### src/rtl/core/dnsnfr_pkg.sv
// Shared types and constants for the DNS name field reader.
package dnsnfr_pkg;

   localparam int unsigned SourceLenMaxDefault = 65535;

   localparam logic [7:0] PtrMask  = 8'hC0;
   localparam logic [7:0] DotChar  = 8'h2E;
   localparam logic [7:0] NulChar  = 8'h00;
   localparam logic [7:0] DestLenReset = 8'd255;

   localparam logic [2:0] StFull      = 3'd0;
   localparam logic [2:0] StPointer   = 3'd1;
   localparam logic [2:0] StMalformed = 3'd2;
   localparam logic [2:0] StOverflow  = 3'd3;
   localparam logic [2:0] StEmpty     = 3'd4;

   typedef struct packed {
      logic [7:0]  msg_byte;
      logic        start_req;
      logic [15:0] source_len;
   } req_type;

   typedef struct packed {
      logic [7:0]  name_char;
      logic        char_valid;
      logic        done_res;
      logic [2:0]  status;
      logic [15:0] consumed;
   } rsp_type;

endpackage

### src/rtl/core/dns_name_field_reader_top.sv
// DNS name field reader: decodes label-encoded names from a byte stream into dotted text.
//
// One message byte per request, one request per cycle sustained while rsp_ready
// is high. A request passes an input register, then the label/length decode
// updates the parse state and loads the result register. Requests that produce
// no character (first length byte, bytes outside a parse) are absorbed without a
// response. A done_res response closes the parse with its status and consumed
// count; on a failure status the characters already delivered are to be
// discarded. csr_wr_data sets the output buffer capacity (terminator included);
// the user must write it only while no parse is in flight, as the block itself
// does not enforce this.
module dns_name_field_reader_top #(
   parameter int unsigned SOURCE_LEN_MAX = dnsnfr_pkg::SourceLenMaxDefault
) (
   input  logic                clock,
   input  logic                reset,
   input  logic                req_valid,
   output logic                req_ready,
   input  dnsnfr_pkg::req_type req_payload,
   output logic                rsp_valid,
   input  logic                rsp_ready,
   output dnsnfr_pkg::rsp_type rsp_payload,
   input  logic                csr_wr_en,
   input  logic [7:0]          csr_wr_data
);
   import dnsnfr_pkg::*;

   localparam logic [15:0] SrcMax = 16'(SOURCE_LEN_MAX);

   typedef enum logic [1:0] {
      PH_IDLE,
      PH_LEN,
      PH_LABEL
   } phase_type;

   logic        in_valid_ff;
   req_type     in_req_ff;
   logic        rsp_valid_ff, rsp_valid_in;
   rsp_type     rsp_ff, rsp_in;
   logic [7:0]  dest_len_ff;
   phase_type   phase_ff, phase_in;
   logic [15:0] byte_index_ff, byte_index_in;
   logic [7:0]  name_length_ff, name_length_in;
   logic [7:0]  label_left_ff, label_left_in;
   logic [15:0] source_total_ff, source_total_in;

   logic        advance;
   logic        emit;

   logic [7:0]  b;
   phase_type   ph;
   logic [15:0] bi;
   logic [7:0]  nl;
   logic [15:0] src;
   logic [16:0] bi_inc;
   logic [16:0] label_end;
   logic [15:0] bi_lab;
   logic [7:0]  ll_dec;
   logic        sep;

   assign advance   = in_valid_ff && (!rsp_valid_ff || rsp_ready);
   assign req_ready = !in_valid_ff || advance;
   assign rsp_valid = rsp_valid_ff;
   assign rsp_payload = rsp_ff;

   always_comb begin
      b   = in_req_ff.msg_byte;
      ph  = in_req_ff.start_req ? PH_IDLE : phase_ff;
      bi  = in_req_ff.start_req ? 16'd0 : byte_index_ff;
      nl  = in_req_ff.start_req ? 8'd0 : name_length_ff;
      src = source_total_ff;
      if (in_req_ff.start_req) begin
         src = (in_req_ff.source_len > SrcMax) ? SrcMax : in_req_ff.source_len;
      end
      sep       = nl != 8'd0;
      bi_inc    = {1'b0, bi} + 17'd1;
      label_end = bi_inc + {9'd0, b};
      bi_lab    = bi + 16'd1;
      ll_dec    = (label_left_ff != 8'd0) ? label_left_ff - 8'd1 : 8'd0;

      phase_in        = ph;
      byte_index_in   = bi;
      name_length_in  = nl;
      label_left_in   = in_req_ff.start_req ? 8'd0 : label_left_ff;
      source_total_in = src;
      emit            = 1'b0;
      rsp_in          = '0;

      if (in_req_ff.start_req && src == 16'd0) begin
         emit = 1'b1;
         rsp_in.done_res = 1'b1;
         rsp_in.status   = StEmpty;
      end else if (in_req_ff.start_req && (b & PtrMask) == PtrMask) begin
         emit = 1'b1;
         rsp_in.done_res = 1'b1;
         if (src > 16'd2) begin
            rsp_in.status   = StPointer;
            rsp_in.consumed = 16'd2;
         end else begin
            rsp_in.status = StMalformed;
         end
      end else if (in_req_ff.start_req || ph == PH_LEN) begin
         if (b == NulChar) begin
            emit = 1'b1;
            phase_in = PH_IDLE;
            rsp_in.done_res = 1'b1;
            if (bi == 16'd0) begin
               rsp_in.status = StMalformed;
            end else if (nl >= dest_len_ff) begin
               rsp_in.status = StOverflow;
            end else begin
               rsp_in.char_valid = 1'b1;
               rsp_in.status     = StFull;
               rsp_in.consumed   = bi_inc[15:0];
            end
         end else if (sep && nl >= dest_len_ff) begin
            emit = 1'b1;
            phase_in = PH_IDLE;
            rsp_in.done_res = 1'b1;
            rsp_in.status   = StOverflow;
         end else begin
            byte_index_in = bi_inc[15:0];
            if (label_end > {1'b0, src}) begin
               emit = 1'b1;
               phase_in = PH_IDLE;
               rsp_in.done_res = 1'b1;
               rsp_in.status   = StMalformed;
            end else begin
               label_left_in = b;
               phase_in      = PH_LABEL;
               if (sep) begin
                  name_length_in    = nl + 8'd1;
                  emit              = 1'b1;
                  rsp_in.name_char  = DotChar;
                  rsp_in.char_valid = 1'b1;
               end
            end
         end
      end else if (ph == PH_LABEL) begin
         emit = 1'b1;
         if (nl >= dest_len_ff) begin
            phase_in = PH_IDLE;
            rsp_in.done_res = 1'b1;
            rsp_in.status   = StOverflow;
         end else begin
            name_length_in = nl + 8'd1;
            byte_index_in  = bi_lab;
            label_left_in  = ll_dec;
            if (ll_dec == 8'd0 && bi_lab >= src) begin
               phase_in = PH_IDLE;
               rsp_in.done_res = 1'b1;
               rsp_in.status   = StMalformed;
            end else begin
               if (ll_dec == 8'd0) begin
                  phase_in = PH_LEN;
               end
               rsp_in.name_char  = b;
               rsp_in.char_valid = 1'b1;
            end
         end
      end

      rsp_valid_in = rsp_valid_ff && !rsp_ready;
      if (advance && emit) begin
         rsp_valid_in = 1'b1;
      end
   end

   always_ff @(posedge clock) begin
      if (reset) begin
         in_valid_ff     <= 1'b0;
         rsp_valid_ff    <= 1'b0;
         dest_len_ff     <= DestLenReset;
         phase_ff        <= PH_IDLE;
         byte_index_ff   <= '0;
         name_length_ff  <= '0;
         label_left_ff   <= '0;
         source_total_ff <= '0;
      end else begin
         if (req_ready) begin
            in_valid_ff <= req_valid;
         end
         rsp_valid_ff <= rsp_valid_in;
         if (csr_wr_en) begin
            dest_len_ff <= csr_wr_data;
         end
         if (advance) begin
            phase_ff        <= phase_in;
            byte_index_ff   <= byte_index_in;
            name_length_ff  <= name_length_in;
            label_left_ff   <= label_left_in;
            source_total_ff <= source_total_in;
         end
      end
      if (req_ready && req_valid) begin
         in_req_ff <= req_payload;
      end
      if (advance && emit) begin
         rsp_ff <= rsp_in;
      end
   end

endmodule

### config.mk
export PLATFORM = sky130hd
export DESIGN_NAME = dns_name_field_reader_top
export DESIGN_NICKNAME = d
export VERILOG_FILES = /design/src/rtl/core/dnsnfr_pkg.sv /design/src/rtl/core/dns_name_field_reader_top.sv
export SDC_FILE = /design/constraint.sdc
export NUM_CORES = 1
export LEC_CHECK = 0
export BUFFER_PORTS_ARGS = -buffer_cell sky130_fd_sc_hd__buf_2
export CORE_MARGIN = 8
export CORE_UTILIZATION = 30
export DETAILED_ROUTE_END_ITERATION = 8
export SYNTH_ARGS = -nofsm -noshare
export SYNTH_HDL_FRONTEND = slang
export SYNTH_SLANG_ARGS = --single-unit
### constraint.sdc
create_clock -name clock -period 9.8 [get_ports clock]
set_input_delay 2.94 -clock clock [delete_from_list [all_inputs] [get_ports clock]]
set_output_delay 2.94 -clock clock [all_outputs]
set_load 0.02 [all_outputs]
After elaboration in Yosys (flattened, before gate mapping)
Cells that the tools add are included. W data, S select, Z words.

Output and inout bits: 31. Word-level logic and storage cells: 124. Register bits: 114.

Muxes and demuxes: 74. Magnitude comparators: 5. Reduce and logical (&&, ||, !) cells: 21. $add $sub $neg: 5. Equality and inequality tests: 3.

Operators by type and width (number): $mux W16 (14); $mux W8 (20); $logic_not A16 Y1 (2); $mux W2 (15); $mux W13 (2); $mux W7 (3); $mux W19 (1); $mux W9 (2); $add A16 B1 Y17 const B (1); $add A17 B8 Y17 (1); $gt A17 B16 Y1 (1); $add A16 B1 Y16 const B (1); $ge A16 B16 Y1 (1); $gt A16 B16 Y1 const B (1); $gt A16 B2 Y1 const B (1); $logic_not A8 Y1 (2); $mux W4 (4); $reduce_bool A8 Y1 (2); $mux W1 (11); $add A8 B1 Y8 const B (1); $ge A8 B8 Y1 (1); $logic_and A1 B1 Y1 (8); $sub A8 B1 Y8 const B (1); $mux W6 (1); 6 further kinds (11).

Depth between registers and ports, before layout
Word-level depth: 12. Gate-level depth with buffers: 27. Gate-level depth less buffers: 23.

Worst setup path before layout
Ideal clock, no wire load.

Path kind: register -> register. From: reg in_req_ff[16] (netlist name). To: reg rsp_ff (netlist bit rsp_payload[0]) (enable). Buffers on the path: 7. Clock period less this slack: 6.858 ns. Stages on the path, launching flop included: 26. Setup time: 0.433 ns. Slack: 2.942 ns. Data arrival time: 6.426 ns. Path through: edfxtp_1 > buf_6 > buf_6 > buf_2 > buf_1 > buf_1 > clkbuf_1 > buf_1 > nor2_1 > ha_1 > a21oi_1 > o21ai_0 > a31o_2 > maj3_1 > nand2_1 > xnor2_1 > nor2_1 > ha_1 > nand4_1 > nor2_1 > a41oi_1 > o41ai_4 > o21a_1 > nand2_1 > o21ai_0 > a31oi_1.

Cells in the longest elaborated chain, start to end: 11.

RTL lines: start, declared (RTL line dns_name_field_reader_top.sv:37) `req_type in_req_ff;`; start signal, assigned (RTL line dns_name_field_reader_top.sv:196) `in_req_ff <= req_payload;`; $mux W16 (RTL line dns_name_field_reader_top.sv:69) `bi = in_req_ff.start_req ? 16'd0 : byte_index_ff;`; $add A16 B1 Y17 (RTL line dns_name_field_reader_top.sv:76) `bi_inc = {1'b0, bi} + 17'd1;`; net bi_inc[3] (RTL line dns_name_field_reader_top.sv:55) `logic [16:0] bi_inc;`; $add A17 B8 Y17 (RTL line dns_name_field_reader_top.sv:77) `label_end = bi_inc + {9'd0, b};`; $gt A17 B16 Y1 (RTL line dns_name_field_reader_top.sv:123) `if (label_end > {1'b0, src}) begin`; $mux W1 (RTL line dns_name_field_reader_top.sv:123); $mux W1 (RTL line dns_name_field_reader_top.sv:116) `end else if (sep && nl >= dest_len_ff) begin`; $mux W1 (RTL line dns_name_field_reader_top.sv:103) `if (b == NulChar) begin`; $mux W1 (RTL line dns_name_field_reader_top.sv:102) `end else if (in_req_ff.start_req || ph == PH_LEN) begin`; $mux W1 (RTL line dns_name_field_reader_top.sv:93) `end else if (in_req_ff.start_req && (b & PtrMask) == PtrMask) begin`; $mux W1 (RTL line dns_name_field_reader_top.sv:89) `if (in_req_ff.start_req && src == 16'd0) begin`; $logic_and A1 B1 Y1 (RTL line dns_name_field_reader_top.sv:198) `if (advance && emit) begin`; end signal, assigned (RTL line dns_name_field_reader_top.sv:199) `rsp_ff <= rsp_in;`; end, declared (RTL line dns_name_field_reader_top.sv:39) `rsp_type rsp_ff, rsp_in;`.

The timed path passes the listed nets, and every way through them passes these cells. A chain may end at the register's enable or synchronous reset.

Final worst setup path
From: in rsp_ready. To: out req_ready.

Cells in the longest elaborated chain, start to end: 3.

RTL lines: start, declared (RTL line dns_name_field_reader_top.sv:21) `input logic rsp_ready,`; $logic_or A1 B1 Y1 (RTL line dns_name_field_reader_top.sv:61) `assign advance = in_valid_ff && (!rsp_valid_ff || rsp_ready);`; $logic_and A1 B1 Y1 (RTL line dns_name_field_reader_top.sv:61); $logic_or A1 B1 Y1 (RTL line dns_name_field_reader_top.sv:62) `assign req_ready = !in_valid_ff || advance;`; end, declared (RTL line dns_name_field_reader_top.sv:18) `output logic req_ready,`.

Every way passes these cells.

==> metrics <==
post-synth top area share 23.4%; die area 28200 um2; relative slew slack 25.2%; sequential share of the synthesized area 40.8%; DR pass1 iterations 5; Synth Register Bits 114; Worst Path Required 6.86 ns; skew final 0.0111 ns; Avg Inst Size Synth 9.57 um2; largest net degree at the start of global routing 42; initial antenna violation count 0; final worst path period need 6.89 ns; Antenna Violating Nets Remaining 0; post-synth cell types 82; Finish-stage setup viols 0; post-synth top area cell edfxtp_1; die height 168 um; Layout Cells excl Fill 1081; WL/cell 17.4 um; Worst VDD drop 0.000128 V; layout cells sized above 1 16.5%; cell row count 55; Gate Count Post-Synth 724; Chip Width 168 um; synthesized area 6930 um2; setup TNS 0 ns; startpoint types input port; main flop type after synthesis dfxtp_1; count of flip-flops with a built-in enable after synthesis 54; Worst-path clk slew 0.05 ns; Net Count, Synth 816; period utilisation layout 70.3%; first-pass GRT wire length 30200 um; Slew @ Worst Pin 1.12 ns; DR vias 5709; CP arrival 3.95 ns; clk sinks 114; reg-to-reg slack, setup 3.23 ns; RSZ-0062 raised after global routing false; Cells after DPL 1049; Area after DPL 7520 um2; pwr dens 164 nW/um2; Clock Tree Buf Depth 2; effective utilization at floorplan 30.6%; core area 22600 um2; routed vias/inst 5.28; outcome complete, no violations; RePlAce Congestion 0.861; Yosys warnings 0; htree depth 4; GRT Resource Usage Total 13.5%; hold crit path type flop to flop; root buffer cell clkbuf_16; top-count cell post-synth nor2_1; Area growth syn-to-layout 17.7%; # diodes 0; fillers 2258; CP Class input port to output port; Design Area, Final 8150 um2; IO buf count 68; Crit. End Element output port; Achievable Freq 0.145 GHz; global route total overflow 0; CTS Buf Count 17; TritonCTS clock tree done; cts repair resizes 0; Async SR Flop Fraction 0%; worst-path fanout max 6; Leak 3.36 nW; Worst-Skew Late Latency 0.43 ns; final hold vios 0; # hold bufs at CTS 0; Slew Limit Fails 0; DRC viols 0; setup bufs post-CTS 0; vias in the first global route 5444; post-DP HPWL 13800 um; IO Pins 69; final WL 18800 um; Design Power 1.33 mW; max_cap viols 0; Util after Layout 36.0%; NumNets Final 875; top cells by count, synth nor2_1, nand2_1, dfxtp_1; top post-synthesis cells by area edfxtp_1, dfxtp_1, ha_1; drt first-iter violations 498
sequential cells by signal, indices dropped and copies added (netlist names):
| signal | cells |
|---|---|
| b | 8 |
| byte_index_ff | 16 |
| dest_len_ff | 8 |
| in_req_ff | 17 |
| in_valid_ff | 1 |
| label_left_ff | 8 |
| name_length_ff | 8 |
| phase_ff | 2 |
| rsp_payload | 29 |
| rsp_valid | 1 |
| source_total_ff | 16 |
kinds of logic after synthesis:
family,after synthesis,synth area share (%)
compound gates,178,18.7
xor+xnor,30,3.79
mux,22,3.40
simple gates,269,19.8
buf+inv,56,3.52
flops,114,40.8
fa+ha+maj,55,10.0
layer usage:
| metal | GRT usage, % | vias to the layer above | share of wire (%) |
|---|---|---|---|
| li1 | - | 2809 | - |
| met1 | 19.7 | 2663 | 51 |
| met2 | 18.6 | 204 | 41 |
| met3 | 3.13 | 33 | 6.3 |
| met4 | 5.36 | 0 | 2.0 |
| met5 | 0 | - | 0 |
final timing paths:
| check | start | endpoint | cells after the start |
|---|---|---|---|
| setup / recovery | rsp_ready | req_ready | 4 |
| hold / removal | name_length_ff[1]$_SDFFE_PP0P_ | name_length_ff[1]$_SDFFE_PP0P_ | 1 |
| setup reg to reg | in_req_ff[16]$_DFFE_PP_ | rsp_payload[15]$_SDFFCE_PP0P_ | 23 |
| hold reg to reg | name_length_ff[1]$_SDFFE_PP0P_ | name_length_ff[1]$_SDFFE_PP0P_ | 1 |
cell type report:
cell class	count	area, um2	share of cell area, %
sequential	114	2820	34.6
multi-input combinational	554	3880	47.6
timing repair buffer	73	378	4.63
tap	285	357	4.37
clock buffer	23	479	5.88
clock inverter	9	154	1.89
inverter	23	86.3	1.06
report_power, final:
| group | total [mW] | switching (mW) | internal, mW |
|---|---|---|---|
| combinational | 0.132 | 0.0831 | 0.0488 |
| clock | 0.672 | 0.226 | 0.446 |
| sequential | 0.530 | 0.0137 | 0.516 |
through the flow:
stage | hold WS, ns | setup slack [ns]
6_report | 0.471 | 2.91
5_1_grt | 0.497 | 2.81
4_1_cts | 0.470 | 2.94
3_5_place_dp | 0.458 | 2.95
3_3_place_gp | 0.442 | 2.97
2_1_floorplan | 0.434 | 2.94
worst max-delay path, cell delays in order:
cell and delay, ns:
buf_2 0.10, nor2b_1 0.56, nand2_1 0.15, buf_2 0.20
cell usage in the layout, fill, tap and decap left out, drive strengths merged, types with 3 or more instances in the layout:
cell type,synthesis,layout
a211oi,21,21
a21o,16,16
a21oi,35,35
a22o,6,6
a22oi,12,12
a31oi,8,8
and2,7,7
buf,16,73
bufinv,0,4
clkbuf,17,23
clkinv,2,5
dfxtp,60,60
edfxtp,54,54
ha,53,53
inv,21,21
mux2,3,3
mux2i,19,19
nand2,64,64
nand2b,4,4
nand3,24,24
nand4,15,15
nor2,81,81
nor2b,20,20
nor3,27,27
nor3b,3,3
nor4,9,9
o2111ai,3,3
o211ai,13,13
o21ai,37,37
or4,5,5
xnor2,16,16
xor2,14,14
Power figures use the tool's default switching activity.
